### src/sv/voxel_run_length_decoder_assert.svh
// ----------------------------------------------------------------------------
// Assertion macros for the voxel run decoder
// Implication checks clocked on clk, disabled while arst_n is low.
// ----------------------------------------------------------------------------
`ifndef VOXEL_RUN_LENGTH_DECODER_ASSERT_SVH
`define VOXEL_RUN_LENGTH_DECODER_ASSERT_SVH

// same-cycle implication
`define VRLD_ASSERT_IMP(lbl, ante, cons, msg) \
	lbl: assert property (@(posedge clk) disable iff (!arst_n) (ante) |-> (cons)) \
		else $error(msg);

// next-cycle implication
`define VRLD_ASSERT_NXT(lbl, ante, cons, msg) \
	lbl: assert property (@(posedge clk) disable iff (!arst_n) (ante) |=> (cons)) \
		else $error(msg);

`endif

### src/sv/vrld_pkg.sv
// ----------------------------------------------------------------------------
// vrld_pkg
// Types, codes and widths shared by the voxel run decoder.
// ----------------------------------------------------------------------------
`default_nettype none

package vrld_pkg;

	localparam int DIM_W        = 13;
	localparam int DIM_MAX_CODE = (1 << DIM_W) - 1;
	localparam int POS_W        = 12;
	localparam int VOL_W        = 3 * DIM_W;
	localparam int BURST_W      = 7;
	localparam int COLOR_W      = 32;
	localparam int COUNT_W      = 8;
	localparam int KIND_W       = 3;
	localparam int CFG_IDX_W    = 3;
	localparam int CFG_DATA_W   = 32;

	localparam logic [CFG_IDX_W-1:0] REG_SIZE_X      = 3'd0;
	localparam logic [CFG_IDX_W-1:0] REG_SIZE_Y      = 3'd1;
	localparam logic [CFG_IDX_W-1:0] REG_SIZE_Z      = 3'd2;
	localparam logic [CFG_IDX_W-1:0] REG_BURST_LIMIT = 3'd3;
	localparam logic [CFG_IDX_W-1:0] REG_VOXEL_COLOR = 3'd4;

	localparam logic [BURST_W-1:0] BURST_RESET = 7'd64;

	localparam logic [KIND_W-1:0] KIND_VOXEL  = 3'd0;
	localparam logic [KIND_W-1:0] KIND_END    = 3'd1;
	localparam logic [KIND_W-1:0] KIND_BEYOND = 3'd2;
	localparam logic [KIND_W-1:0] KIND_BADVAL = 3'd3;
	localparam logic [KIND_W-1:0] KIND_BUSY   = 3'd4;

	localparam logic CMD_PAIR     = 1'b0;
	localparam logic CMD_CONTINUE = 1'b1;

	localparam logic [COUNT_W-1:0] VALUE_EMPTY  = 8'd0;
	localparam logic [COUNT_W-1:0] VALUE_FILLED = 8'd1;

	typedef struct packed {
		logic               command;
		logic [COUNT_W-1:0] run_value;
		logic [COUNT_W-1:0] run_count;
	} pair_item_t;

	typedef struct packed {
		logic [KIND_W-1:0]  kind;
		logic [POS_W-1:0]   pos_x;
		logic [POS_W-1:0]   pos_y;
		logic [POS_W-1:0]   pos_z;
		logic [COLOR_W-1:0] color;
		logic               last;
		logic [COUNT_W-1:0] remaining;
	} voxel_item_t;

	typedef enum logic [1:0] {
		DEC_NONE  = 2'd0,
		DEC_BURST = 2'd1,
		DEC_SKIP  = 2'd2,
		DEC_FAULT = 2'd3
	} dec_t;

	typedef struct packed {
		logic capture;
		logic eval;
		logic emit_voxel;
		logic emit_fault;
		logic step_skip;
	} ctrl_cmd_t;

	typedef struct packed {
		dec_t decision;
		logic out_free;
		logic cnt_one;
	} dp_status_t;

endpackage

`default_nettype wire

### src/sv/vrld_if.sv
// ----------------------------------------------------------------------------
// vrld_pair_if / vrld_voxel_if
// Valid/ready channels for run pairs in and decoded results out.
// ----------------------------------------------------------------------------
`default_nettype none

interface vrld_pair_if;
	import vrld_pkg::*;
	logic       valid;
	logic       ready;
	pair_item_t data;
	modport source (output valid, output data, input ready);
	modport sink (input valid, input data, output ready);
endinterface

interface vrld_voxel_if;
	import vrld_pkg::*;
	logic        valid;
	logic        ready;
	voxel_item_t data;
	modport source (output valid, output data, input ready);
	modport sink (input valid, input data, output ready);
endinterface

`default_nettype wire

### src/sv/vrld_ctrl.sv
// ----------------------------------------------------------------------------
// vrld_ctrl
// Sequencer: takes a pair, waits out the volume product, then runs the
// burst, skip or fault step on the datapath, or returns idle on a no-op.
// ----------------------------------------------------------------------------
`default_nettype none

module vrld_ctrl (
	input  wire logic                clk,
	input  wire logic                arst_n,
	input  wire logic                pair_valid,
	output logic                     pair_ready,
	input  wire vrld_pkg::dp_status_t status,
	output vrld_pkg::ctrl_cmd_t      cmd
);
	import vrld_pkg::*;

	typedef enum logic [6:0] {
		ST_IDLE  = 7'b0000001,
		ST_MUL1  = 7'b0000010,
		ST_MUL2  = 7'b0000100,
		ST_EVAL  = 7'b0001000,
		ST_BURST = 7'b0010000,
		ST_SKIP  = 7'b0100000,
		ST_FAULT = 7'b1000000
	} state_t;

	state_t state_q, state_d;

	always_ff @(posedge clk or negedge arst_n) begin
		if (!arst_n) begin
			state_q <= ST_IDLE;
		end else begin
			state_q <= state_d;
		end
	end

	always_comb begin
		state_d    = state_q;
		cmd        = '0;
		pair_ready = 1'b0;
		case (state_q)
			ST_IDLE: begin
				pair_ready = 1'b1;
				if (pair_valid) begin
					cmd.capture = 1'b1;
					state_d     = ST_MUL1;
				end
			end
			ST_MUL1: state_d = ST_MUL2;
			ST_MUL2: state_d = ST_EVAL;
			ST_EVAL: begin
				cmd.eval = 1'b1;
				case (status.decision)
					DEC_BURST: state_d = ST_BURST;
					DEC_SKIP:  state_d = ST_SKIP;
					DEC_FAULT: state_d = ST_FAULT;
					default:   state_d = ST_IDLE;
				endcase
			end
			ST_BURST: begin
				if (status.out_free) begin
					cmd.emit_voxel = 1'b1;
					if (status.cnt_one) begin
						state_d = ST_IDLE;
					end
				end
			end
			ST_SKIP: begin
				cmd.step_skip = 1'b1;
				if (status.cnt_one) begin
					state_d = ST_IDLE;
				end
			end
			ST_FAULT: begin
				if (status.out_free) begin
					cmd.emit_fault = 1'b1;
					state_d        = ST_IDLE;
				end
			end
			default: state_d = ST_IDLE;
		endcase
	end

endmodule

`default_nettype wire

### src/sv/vrld_dp.sv
// ----------------------------------------------------------------------------
// vrld_dp
// Registers, volume product, cell counters, run checks and result register.
// ----------------------------------------------------------------------------
`default_nettype none

module vrld_dp #(
	parameter int unsigned MAX_DIM   = 4096,
	parameter int unsigned MAX_BURST = 64
) (
	input  wire logic                              clk,
	input  wire logic                              arst_n,
	input  wire logic                              wr_en,
	input  wire logic [vrld_pkg::CFG_IDX_W-1:0]    wr_index,
	input  wire logic [vrld_pkg::CFG_DATA_W-1:0]   wr_data,
	input  wire vrld_pkg::pair_item_t              pair_data,
	input  wire vrld_pkg::ctrl_cmd_t               cmd,
	output vrld_pkg::dp_status_t                   status,
	input  wire logic                              out_ready,
	output logic                                   out_valid,
	output vrld_pkg::voxel_item_t                  out_data
);
	import vrld_pkg::*;

	localparam int unsigned DIM_CAP = (MAX_DIM > DIM_MAX_CODE) ? DIM_MAX_CODE : MAX_DIM;
	localparam logic [DIM_W-1:0]   DIM_CAP_V   = DIM_CAP[DIM_W-1:0];
	localparam logic [BURST_W-1:0] BURST_CAP_V = MAX_BURST[BURST_W-1:0];

	logic [DIM_W-1:0]     size_x_q, size_y_q, size_z_q;
	logic [BURST_W-1:0]   burst_q;
	logic [COLOR_W-1:0]   color_q;

	logic                 command_q;
	logic [COUNT_W-1:0]   value_q, count_q;

	logic [2*DIM_W-1:0]   xy_s1;
	logic [VOL_W-1:0]     vol_s2;

	logic [VOL_W-1:0]     cell_q;
	logic [DIM_W-1:0]     cur_x_q, cur_y_q, cur_z_q;
	logic [COUNT_W-1:0]   pending_q;
	logic [COUNT_W-1:0]   cnt_q;
	logic [KIND_W-1:0]    fault_kind_q;
	logic                 out_valid_q;
	voxel_item_t          out_data_q;

	logic [DIM_W-1:0]     eff_x, eff_y, eff_z;
	logic [BURST_W-1:0]   eff_burst;
	logic [VOL_W:0]       run_end;
	logic [COUNT_W-1:0]   need, take;
	dec_t                 decision;
	logic [KIND_W-1:0]    fault_kind;
	logic [DIM_W-1:0]     y_inc, z_inc;
	logic                 advance;
	logic                 out_free;

	assign eff_x = (size_x_q > DIM_CAP_V) ? DIM_CAP_V : size_x_q;
	assign eff_y = (size_y_q > DIM_CAP_V) ? DIM_CAP_V : size_y_q;
	assign eff_z = (size_z_q > DIM_CAP_V) ? DIM_CAP_V : size_z_q;

	always_comb begin
		if (burst_q == '0) begin
			eff_burst = BURST_W'(1);
		end else if (burst_q > BURST_CAP_V) begin
			eff_burst = BURST_CAP_V;
		end else begin
			eff_burst = burst_q;
		end
	end

	assign need    = (command_q == CMD_CONTINUE) ? pending_q : count_q;
	assign take    = (need < {1'b0, eff_burst}) ? need : {1'b0, eff_burst};
	assign run_end = {1'b0, cell_q} + (VOL_W + 1)'(count_q);

	always_comb begin
		decision   = DEC_NONE;
		fault_kind = KIND_BADVAL;
		if (command_q == CMD_CONTINUE) begin
			decision = (pending_q == '0) ? DEC_NONE : DEC_BURST;
		end else if (pending_q != '0) begin
			decision   = DEC_FAULT;
			fault_kind = KIND_BUSY;
		end else if (cell_q >= vol_s2) begin
			decision   = DEC_FAULT;
			fault_kind = KIND_END;
		end else if (run_end > {1'b0, vol_s2}) begin
			decision   = DEC_FAULT;
			fault_kind = KIND_BEYOND;
		end else if (value_q == VALUE_EMPTY) begin
			decision = (count_q == '0) ? DEC_NONE : DEC_SKIP;
		end else if (value_q == VALUE_FILLED) begin
			decision = (count_q == '0) ? DEC_NONE : DEC_BURST;
		end else begin
			decision = DEC_FAULT;
		end
	end

	assign out_free = !out_valid_q || out_ready;
	assign advance  = cmd.emit_voxel || cmd.step_skip;
	assign y_inc    = cur_y_q + DIM_W'(1);
	assign z_inc    = cur_z_q + DIM_W'(1);

	always_ff @(posedge clk or negedge arst_n) begin
		if (!arst_n) begin
			size_x_q <= '0;
			size_y_q <= '0;
			size_z_q <= '0;
			burst_q  <= BURST_RESET;
			color_q  <= '0;
		end else if (wr_en) begin
			case (wr_index)
				REG_SIZE_X:      size_x_q <= wr_data[DIM_W-1:0];
				REG_SIZE_Y:      size_y_q <= wr_data[DIM_W-1:0];
				REG_SIZE_Z:      size_z_q <= wr_data[DIM_W-1:0];
				REG_BURST_LIMIT: burst_q  <= wr_data[BURST_W-1:0];
				REG_VOXEL_COLOR: color_q  <= wr_data[COLOR_W-1:0];
				default: ;
			endcase
		end
	end

	always_ff @(posedge clk) begin
		xy_s1  <= {{DIM_W{1'b0}}, eff_x} * {{DIM_W{1'b0}}, eff_y};
		vol_s2 <= {{DIM_W{1'b0}}, xy_s1} * {{(2*DIM_W){1'b0}}, eff_z};
		if (cmd.capture) begin
			command_q <= pair_data.command;
			value_q   <= pair_data.run_value;
			count_q   <= pair_data.run_count;
		end
	end

	always_ff @(posedge clk or negedge arst_n) begin
		if (!arst_n) begin
			cell_q    <= '0;
			cur_x_q   <= '0;
			cur_y_q   <= '0;
			cur_z_q   <= '0;
			pending_q <= '0;
		end else begin
			if (cmd.eval && decision == DEC_BURST) begin
				pending_q <= need - take;
			end
			if (advance) begin
				cell_q <= cell_q + VOL_W'(1);
				if (y_inc >= eff_y) begin
					cur_y_q <= '0;
					if (z_inc >= eff_z) begin
						cur_z_q <= '0;
						cur_x_q <= cur_x_q + DIM_W'(1);
					end else begin
						cur_z_q <= z_inc;
					end
				end else begin
					cur_y_q <= y_inc;
				end
			end
		end
	end

	always_ff @(posedge clk) begin
		if (cmd.eval) begin
			case (decision)
				DEC_BURST: cnt_q        <= take;
				DEC_SKIP:  cnt_q        <= count_q;
				DEC_FAULT: fault_kind_q <= fault_kind;
				default: ;
			endcase
		end else if (advance) begin
			cnt_q <= cnt_q - COUNT_W'(1);
		end
	end

	always_ff @(posedge clk or negedge arst_n) begin
		if (!arst_n) begin
			out_valid_q <= 1'b0;
		end else if (cmd.emit_voxel || cmd.emit_fault) begin
			out_valid_q <= 1'b1;
		end else if (out_ready) begin
			out_valid_q <= 1'b0;
		end
	end

	always_ff @(posedge clk) begin
		if (cmd.emit_voxel) begin
			out_data_q.kind      <= KIND_VOXEL;
			out_data_q.pos_x     <= cur_x_q[POS_W-1:0];
			out_data_q.pos_y     <= cur_y_q[POS_W-1:0];
			out_data_q.pos_z     <= cur_z_q[POS_W-1:0];
			out_data_q.color     <= color_q;
			out_data_q.last      <= (cnt_q == COUNT_W'(1));
			out_data_q.remaining <= pending_q;
		end else if (cmd.emit_fault) begin
			out_data_q.kind      <= fault_kind_q;
			out_data_q.pos_x     <= '0;
			out_data_q.pos_y     <= '0;
			out_data_q.pos_z     <= '0;
			out_data_q.color     <= '0;
			out_data_q.last      <= 1'b1;
			out_data_q.remaining <= pending_q;
		end
	end

	assign status.decision = decision;
	assign status.out_free = out_free;
	assign status.cnt_one  = (cnt_q == COUNT_W'(1));
	assign out_valid       = out_valid_q;
	assign out_data        = out_data_q;

endmodule

`default_nettype wire

### src/sv/voxel_run_length_decoder.sv
// Flow: a pair transfers, then passes two volume product stages, a check
// state and a result register load before its result shows.
// A new pair is taken only once the previous one is done. A filled run or
// a continue gives one voxel per cycle from the cell counters, held by any
// output stall; an empty run steps the cell counters without results.
// Reset: FSM, config, counters, output valid clear; burst_limit goes to 64.
// ----------------------------------------------------------------------------
// voxel_run_length_decoder
// Run-length voxel stream decoder over a configurable y-z-x grid.
// ----------------------------------------------------------------------------
`default_nettype none

`include "voxel_run_length_decoder_assert.svh"

module voxel_run_length_decoder #(
	parameter int unsigned MAX_DIM   = 4096,
	parameter int unsigned MAX_BURST = 64
) (
	input  wire logic                            clk,
	input  wire logic                            arst_n,
	vrld_pair_if.sink                            pairs,
	vrld_voxel_if.source                         voxels,
	input  wire logic                            wr_en,
	input  wire logic [vrld_pkg::CFG_IDX_W-1:0]  wr_index,
	input  wire logic [vrld_pkg::CFG_DATA_W-1:0] wr_data
);
	import vrld_pkg::*;

	ctrl_cmd_t  cmd;
	dp_status_t status;
	logic       pair_ready;

	vrld_ctrl u_ctrl (
		.clk        (clk),
		.arst_n     (arst_n),
		.pair_valid (pairs.valid),
		.pair_ready (pair_ready),
		.status     (status),
		.cmd        (cmd)
	);

	vrld_dp #(
		.MAX_DIM   (MAX_DIM),
		.MAX_BURST (MAX_BURST)
	) u_dp (
		.clk       (clk),
		.arst_n    (arst_n),
		.wr_en     (wr_en),
		.wr_index  (wr_index),
		.wr_data   (wr_data),
		.pair_data (pairs.data),
		.cmd       (cmd),
		.status    (status),
		.out_ready (voxels.ready),
		.out_valid (voxels.valid),
		.out_data  (voxels.data)
	);

	assign pairs.ready = pair_ready;

	`VRLD_ASSERT_NXT(a_one_pair_at_a_time, pairs.valid && pairs.ready, !pairs.ready,
		"pair taken while previous pair still in work")
	`VRLD_ASSERT_IMP(a_fault_is_last, voxels.valid && voxels.data.kind != KIND_VOXEL,
		voxels.data.last, "fault result without last")
	`VRLD_ASSERT_IMP(a_fault_zero_fields, voxels.valid && voxels.data.kind != KIND_VOXEL,
		voxels.data.pos_x == '0 && voxels.data.pos_y == '0 &&
		voxels.data.pos_z == '0 && voxels.data.color == '0,
		"fault result with nonzero coordinates or color")

endmodule

`default_nettype wire

### src/flat_wrapper.sv
// flat-port wrapper written by rule: the top's interface ports become plain ports
module voxel_run_length_decoder_flat import vrld_pkg::*;
#(
	parameter int unsigned MAX_DIM   = 4096,
	parameter int unsigned MAX_BURST = 64
)
  (clk, arst_n, wr_en, wr_index, wr_data, pairs_valid, pairs_data, pairs_ready, voxels_valid, voxels_data, voxels_ready);
  vrld_pair_if pairs_i ();
  vrld_voxel_if voxels_i ();
  input  wire logic clk;
  input  wire logic arst_n;
  input  wire logic wr_en;
  input  wire logic [vrld_pkg::CFG_IDX_W-1:0] wr_index;
  input  wire logic [vrld_pkg::CFG_DATA_W-1:0] wr_data;
  input wire logic [$bits(pairs_i.valid)-1:0] pairs_valid;
  input wire logic [$bits(pairs_i.data)-1:0] pairs_data;
  output wire logic [$bits(pairs_i.ready)-1:0] pairs_ready;
  output wire logic [$bits(voxels_i.valid)-1:0] voxels_valid;
  output wire logic [$bits(voxels_i.data)-1:0] voxels_data;
  input wire logic [$bits(voxels_i.ready)-1:0] voxels_ready;
  assign pairs_i.valid = pairs_valid;
  assign pairs_i.data = pairs_data;
  assign pairs_ready = pairs_i.ready;
  assign voxels_valid = voxels_i.valid;
  assign voxels_data = voxels_i.data;
  assign voxels_i.ready = voxels_ready;
  voxel_run_length_decoder #(.MAX_DIM(MAX_DIM), .MAX_BURST(MAX_BURST)) u_core (.clk(clk), .arst_n(arst_n), .pairs(pairs_i), .voxels(voxels_i), .wr_en(wr_en), .wr_index(wr_index), .wr_data(wr_data));
endmodule
### config.mk
export PLATFORM = sky130hd
export DESIGN_NAME = voxel_run_length_decoder_flat
export DESIGN_NICKNAME = d
export VERILOG_FILES = /design/src/sv/vrld_pkg.sv /design/src/sv/vrld_if.sv /design/src/sv/vrld_ctrl.sv /design/src/sv/vrld_dp.sv /design/src/sv/voxel_run_length_decoder.sv /design/src/flat_wrapper.sv
export VERILOG_INCLUDE_DIRS = /design/src /design/src/sv
export SDC_FILE = /design/constraint.sdc
export NUM_CORES = 2
export LEC_CHECK = 0
export BUFFER_PORTS_ARGS = -buffer_cell sky130_fd_sc_hd__buf_2
export CORE_MARGIN = 3
export CORE_UTILIZATION = 45
export CTS_CLUSTER_SIZE = 20
export DETAILED_ROUTE_END_ITERATION = 8
export SETUP_SLACK_MARGIN = 0.2
export SLEW_MARGIN = 30
export SYNTH_ARGS = -nofsm -noshare
export SYNTH_HDL_FRONTEND = slang
export SYNTH_SLANG_ARGS = --single-unit
export TNS_END_PERCENT = 5
### constraint.sdc
create_clock -name clk -period 18.77 [get_ports clk]
set_input_delay 3.754 -clock clk [delete_from_list [all_inputs] [get_ports clk]]
set_output_delay 3.754 -clock clk [all_outputs]
set_load 0.03 [all_outputs]
==> impl_metrics.toml <==
[worst_setup_path]
crit_end = "u_core.u_dp.vol_s2[36]"
r2r-start = "u_core.u_dp.size_z_q[12]"
critPathLaunch = "u_core.u_dp.size_z_q[12]"
worst_setup_path_start_kind = "flop"
regToRegEndpoint = "u_core.u_dp.vol_s2[36]"
crit_type = "reg2reg"
cp_data_arrival_time_ns = 7.61
crit_path_end_kind = "flop"
cp_max_fo = 31
r2r.worst_path.cells = 20
r2r_slack_ns = 11.64
crit_required_ns = 19.25

[layout]
multi_input_area_mm2 = 0.0217
area_delta_synth_final_pct = 8.81
final_area_mm2 = 0.0358
final_cells = 4453
insertedDiodeCount = 0
fin_util = 0.497
num-nets-final = 4203
register_area_mm2 = 0.00880
layout_commonest_cell = "inv_1"
layout_common_cells = "537 x inv_1, 421 x nand2_1, 387 x fa_1, 286 x ha_1, 243 x and2_1"
fillers = 6718
drive_above_1_share = 0.102

[run_status]
status = "completed"

[sta]
finalHoldViolations = 0
rsz0062_at_grt = "false"
layout_setup_ws_ns = 11.64
fin_tns_setup_ns = 0
slew_headroom = 0.317
fmax_ghz = 0.140
slew_viol_final = 0
worst_pin_slew_ns = 1.02
holdWs_ns = 0.474
finalCritPeriodShare = 0.380
finalSetupViolCount = 0
layout_min_cycle_time_ns = 7.13
fin_worst_skew_ns = 0.0333

[clocking]
cts_buffer_depth = 3
cts-root-buf = "clkbuf_16"
cts_buffers = 38
clk_latency_ns = 0.57
cts_tree = "built"
hold_buffers = 0
post_cts_resized = 0
cts_num_sinks = 344
clkTransAtPathRegs_ns = 0.06
htreeDepth = 2
cts_setup_buffers = 0

[synthesis]
synth_seq_area_share = 0.267
synth_flop_cell = "dfrtp_1"
synth_fp_nets = 4131
synth_edf_count = 105
async_flop_share = 0.497
postSynthCellCount = 3401
yosys_warnings = 0
syn_area_per_cell_um2 = 9.67
synthTopCellsByArea = "fa_1 24%, dfrtp_1 13%, ha_1 11%, edfxtp_1 9.6%, inv_1 6.1%"
syn_area_mm2 = 0.0329
synth.distinct_cells = 78
synth_top_area_cell = "fa_1"
ys_ff_latch = 344
yosysTopAreaCellShare = 0.236

[worst_hold_path]
hp-start = "u_core.u_dp.cur_x_q[11]"
hold_class = "reg2reg"

[place]
port_buffers = 138
postPlaceCellArea_mm2 = 0.0345
place_ws_ns = 11.67
place.gp.congestion = 0.919
post-dp-hpwl_um = 62100
dp.cells = 4382

[global_routing]
grt_pass1_vias = 24000
grt_pass1_wl_um = 131000
grt.overflow.total = 0
antenna_found_initial = 0
track_usage = 0.211
grt_max_degree = 74

[detailed_routing]
dr.pass1.iters = 7
wl_um = 80100
drc = 0
vias_per_cell = 5.18
drtIter0Drc = 1318
via_count = 23100
ant_nets = 0
wl_per_cell_um = 18.0

[power]
power_density_mw_per_mm2 = 189
ir_drop_v = 0.000256
p_total_mw = 6.78
power.leakage_nw = 17.9

[floorplan]
start_util = 0.457
coreArea_mm2 = 0.0720
io_pins = 139
dieWidth_um = 276
chipHeight_um = 276
die_area_mm2 = 0.0764
num_rows = 98

[run]
cap_viol_max_count = 0
cells by family (layout without fill, tap and decap cells):
group / after synthesis / after routing / share of synthesized area
AND/OR/NAND/NOR: 1128 / 1128 / 0.169
flip-flops: 344 / 344 / 0.267
multiplexers: 110 / 110 / 0.0370
buffers and inverters: 669 / 771 / 0.0765
adder cells (fa/ha/maj): 673 / 673 / 0.344
XOR/XNOR: 165 / 165 / 0.0439
AO/OA/AOI/OAI: 312 / 312 / 0.0613
power by group:
| part | internal (mW) | switching, mW |
|---|---|---|
| clock | 0.429 | 0.325 |
| combinational | 2.01 | 2.88 |
| sequential | 0.947 | 0.181 |
worst min-delay path by stage:
stage                         endpoint  slack [ns]  cells past startpoint
2_1_floorplan  u_core.u_dp.cur_x_q[11]        0.43                      1
3_3_place_gp   u_core.u_dp.cur_x_q[11]        0.46                      1
3_5_place_dp   u_core.u_dp.cur_x_q[11]        0.46                      1
4_1_cts        u_core.u_dp.cur_x_q[11]        0.48                      1
5_1_grt        u_core.u_dp.color_q[21]        0.51                      1
6_report       u_core.u_dp.cur_x_q[11]        0.47                      1
layout make-up:
class                   count  area share
clock buffers              54      0.0309
clock inverters            16     0.00388
inverters                 541      0.0567
multi-input cells        2388       0.605
flip-flops and latches    344       0.246
well taps                 950      0.0332
repair buffers            160      0.0242
layer usage:
layer / GRT usage / routed length (µm)
met2: 0.350 / 38400
met5: 0 / 0
met3: 0.0261 / 3260
met4: 0.0458 / 1670
met1: 0.298 / 36800
worst max-delay path: stages, from the launching register on:
cell and delay, ns:
dfrtp_1 0.52, buf_4 0.35, nor2b_2 0.15, buf_4 0.35
nand2_1 0.14, fa_1 0.59, fa_1 0.44, fa_1 0.49
inv_1 0.05, fa_1 0.51, fa_1 0.49, ha_1 0.40
a2111oi_0 0.41, o21ai_1 0.19, a41oi_1 0.53, o211ai_1 0.22
nand2_1 0.15, a211oi_1 0.14, o211a_1 0.30, or4_1 0.47
nand4_1 0.11
flip-flops by register name, summed over array words and instances (netlist names):
signal                    count
u_core.u_dp.cur_y_q          13
u_core.u_dp.size_y_q         13
u_core.u_dp.out_valid         1
u_core.u_dp.out_data         80
u_core.u_dp.cnt_q             8
u_core.u_dp.cell_q           39
u_core.u_dp.cur_x_q          12
u_core.u_dp.count_q           8
u_core.u_dp.color_q          32
u_core.u_ctrl.state_q         7
u_core.u_dp.size_z_q         13
u_core.u_dp.xy_s1            26
u_core.u_dp.command_q         1
u_core.u_dp.vol_s2           39
u_core.u_dp.pending_q         8
u_core.u_dp.fault_kind_q      3
u_core.u_dp.value_q           8
u_core.u_dp.burst_q           7
u_core.u_dp.cur_z_q          13
u_core.u_dp.size_x_q         13
cells in the mapped netlist, types with 9 or more instances:
cell type	number
fa_1	387
nand2_1	421
nor4_1	10
clkbuf_1	124
nor2_1	173
nor3_1	47
nand4_1	28
dfxtp_1	68
or3_1	12
mux2_2	92
a211oi_1	16
a21oi_1	84
a21o_1	44
nand3_1	53
o21bai_1	12
edfxtp_1	105
nand2b_1	20
xnor2_1	82
nor2b_1	50
o21a_1	10
o21ai_0	79
ha_1	286
and2_1	243
and3_1	25
dfrtp_1	169
inv_1	537
mux2i_1	18
and4_1	9
xor2_1	83
Note: power is estimated with default switching activity, not from simulation.
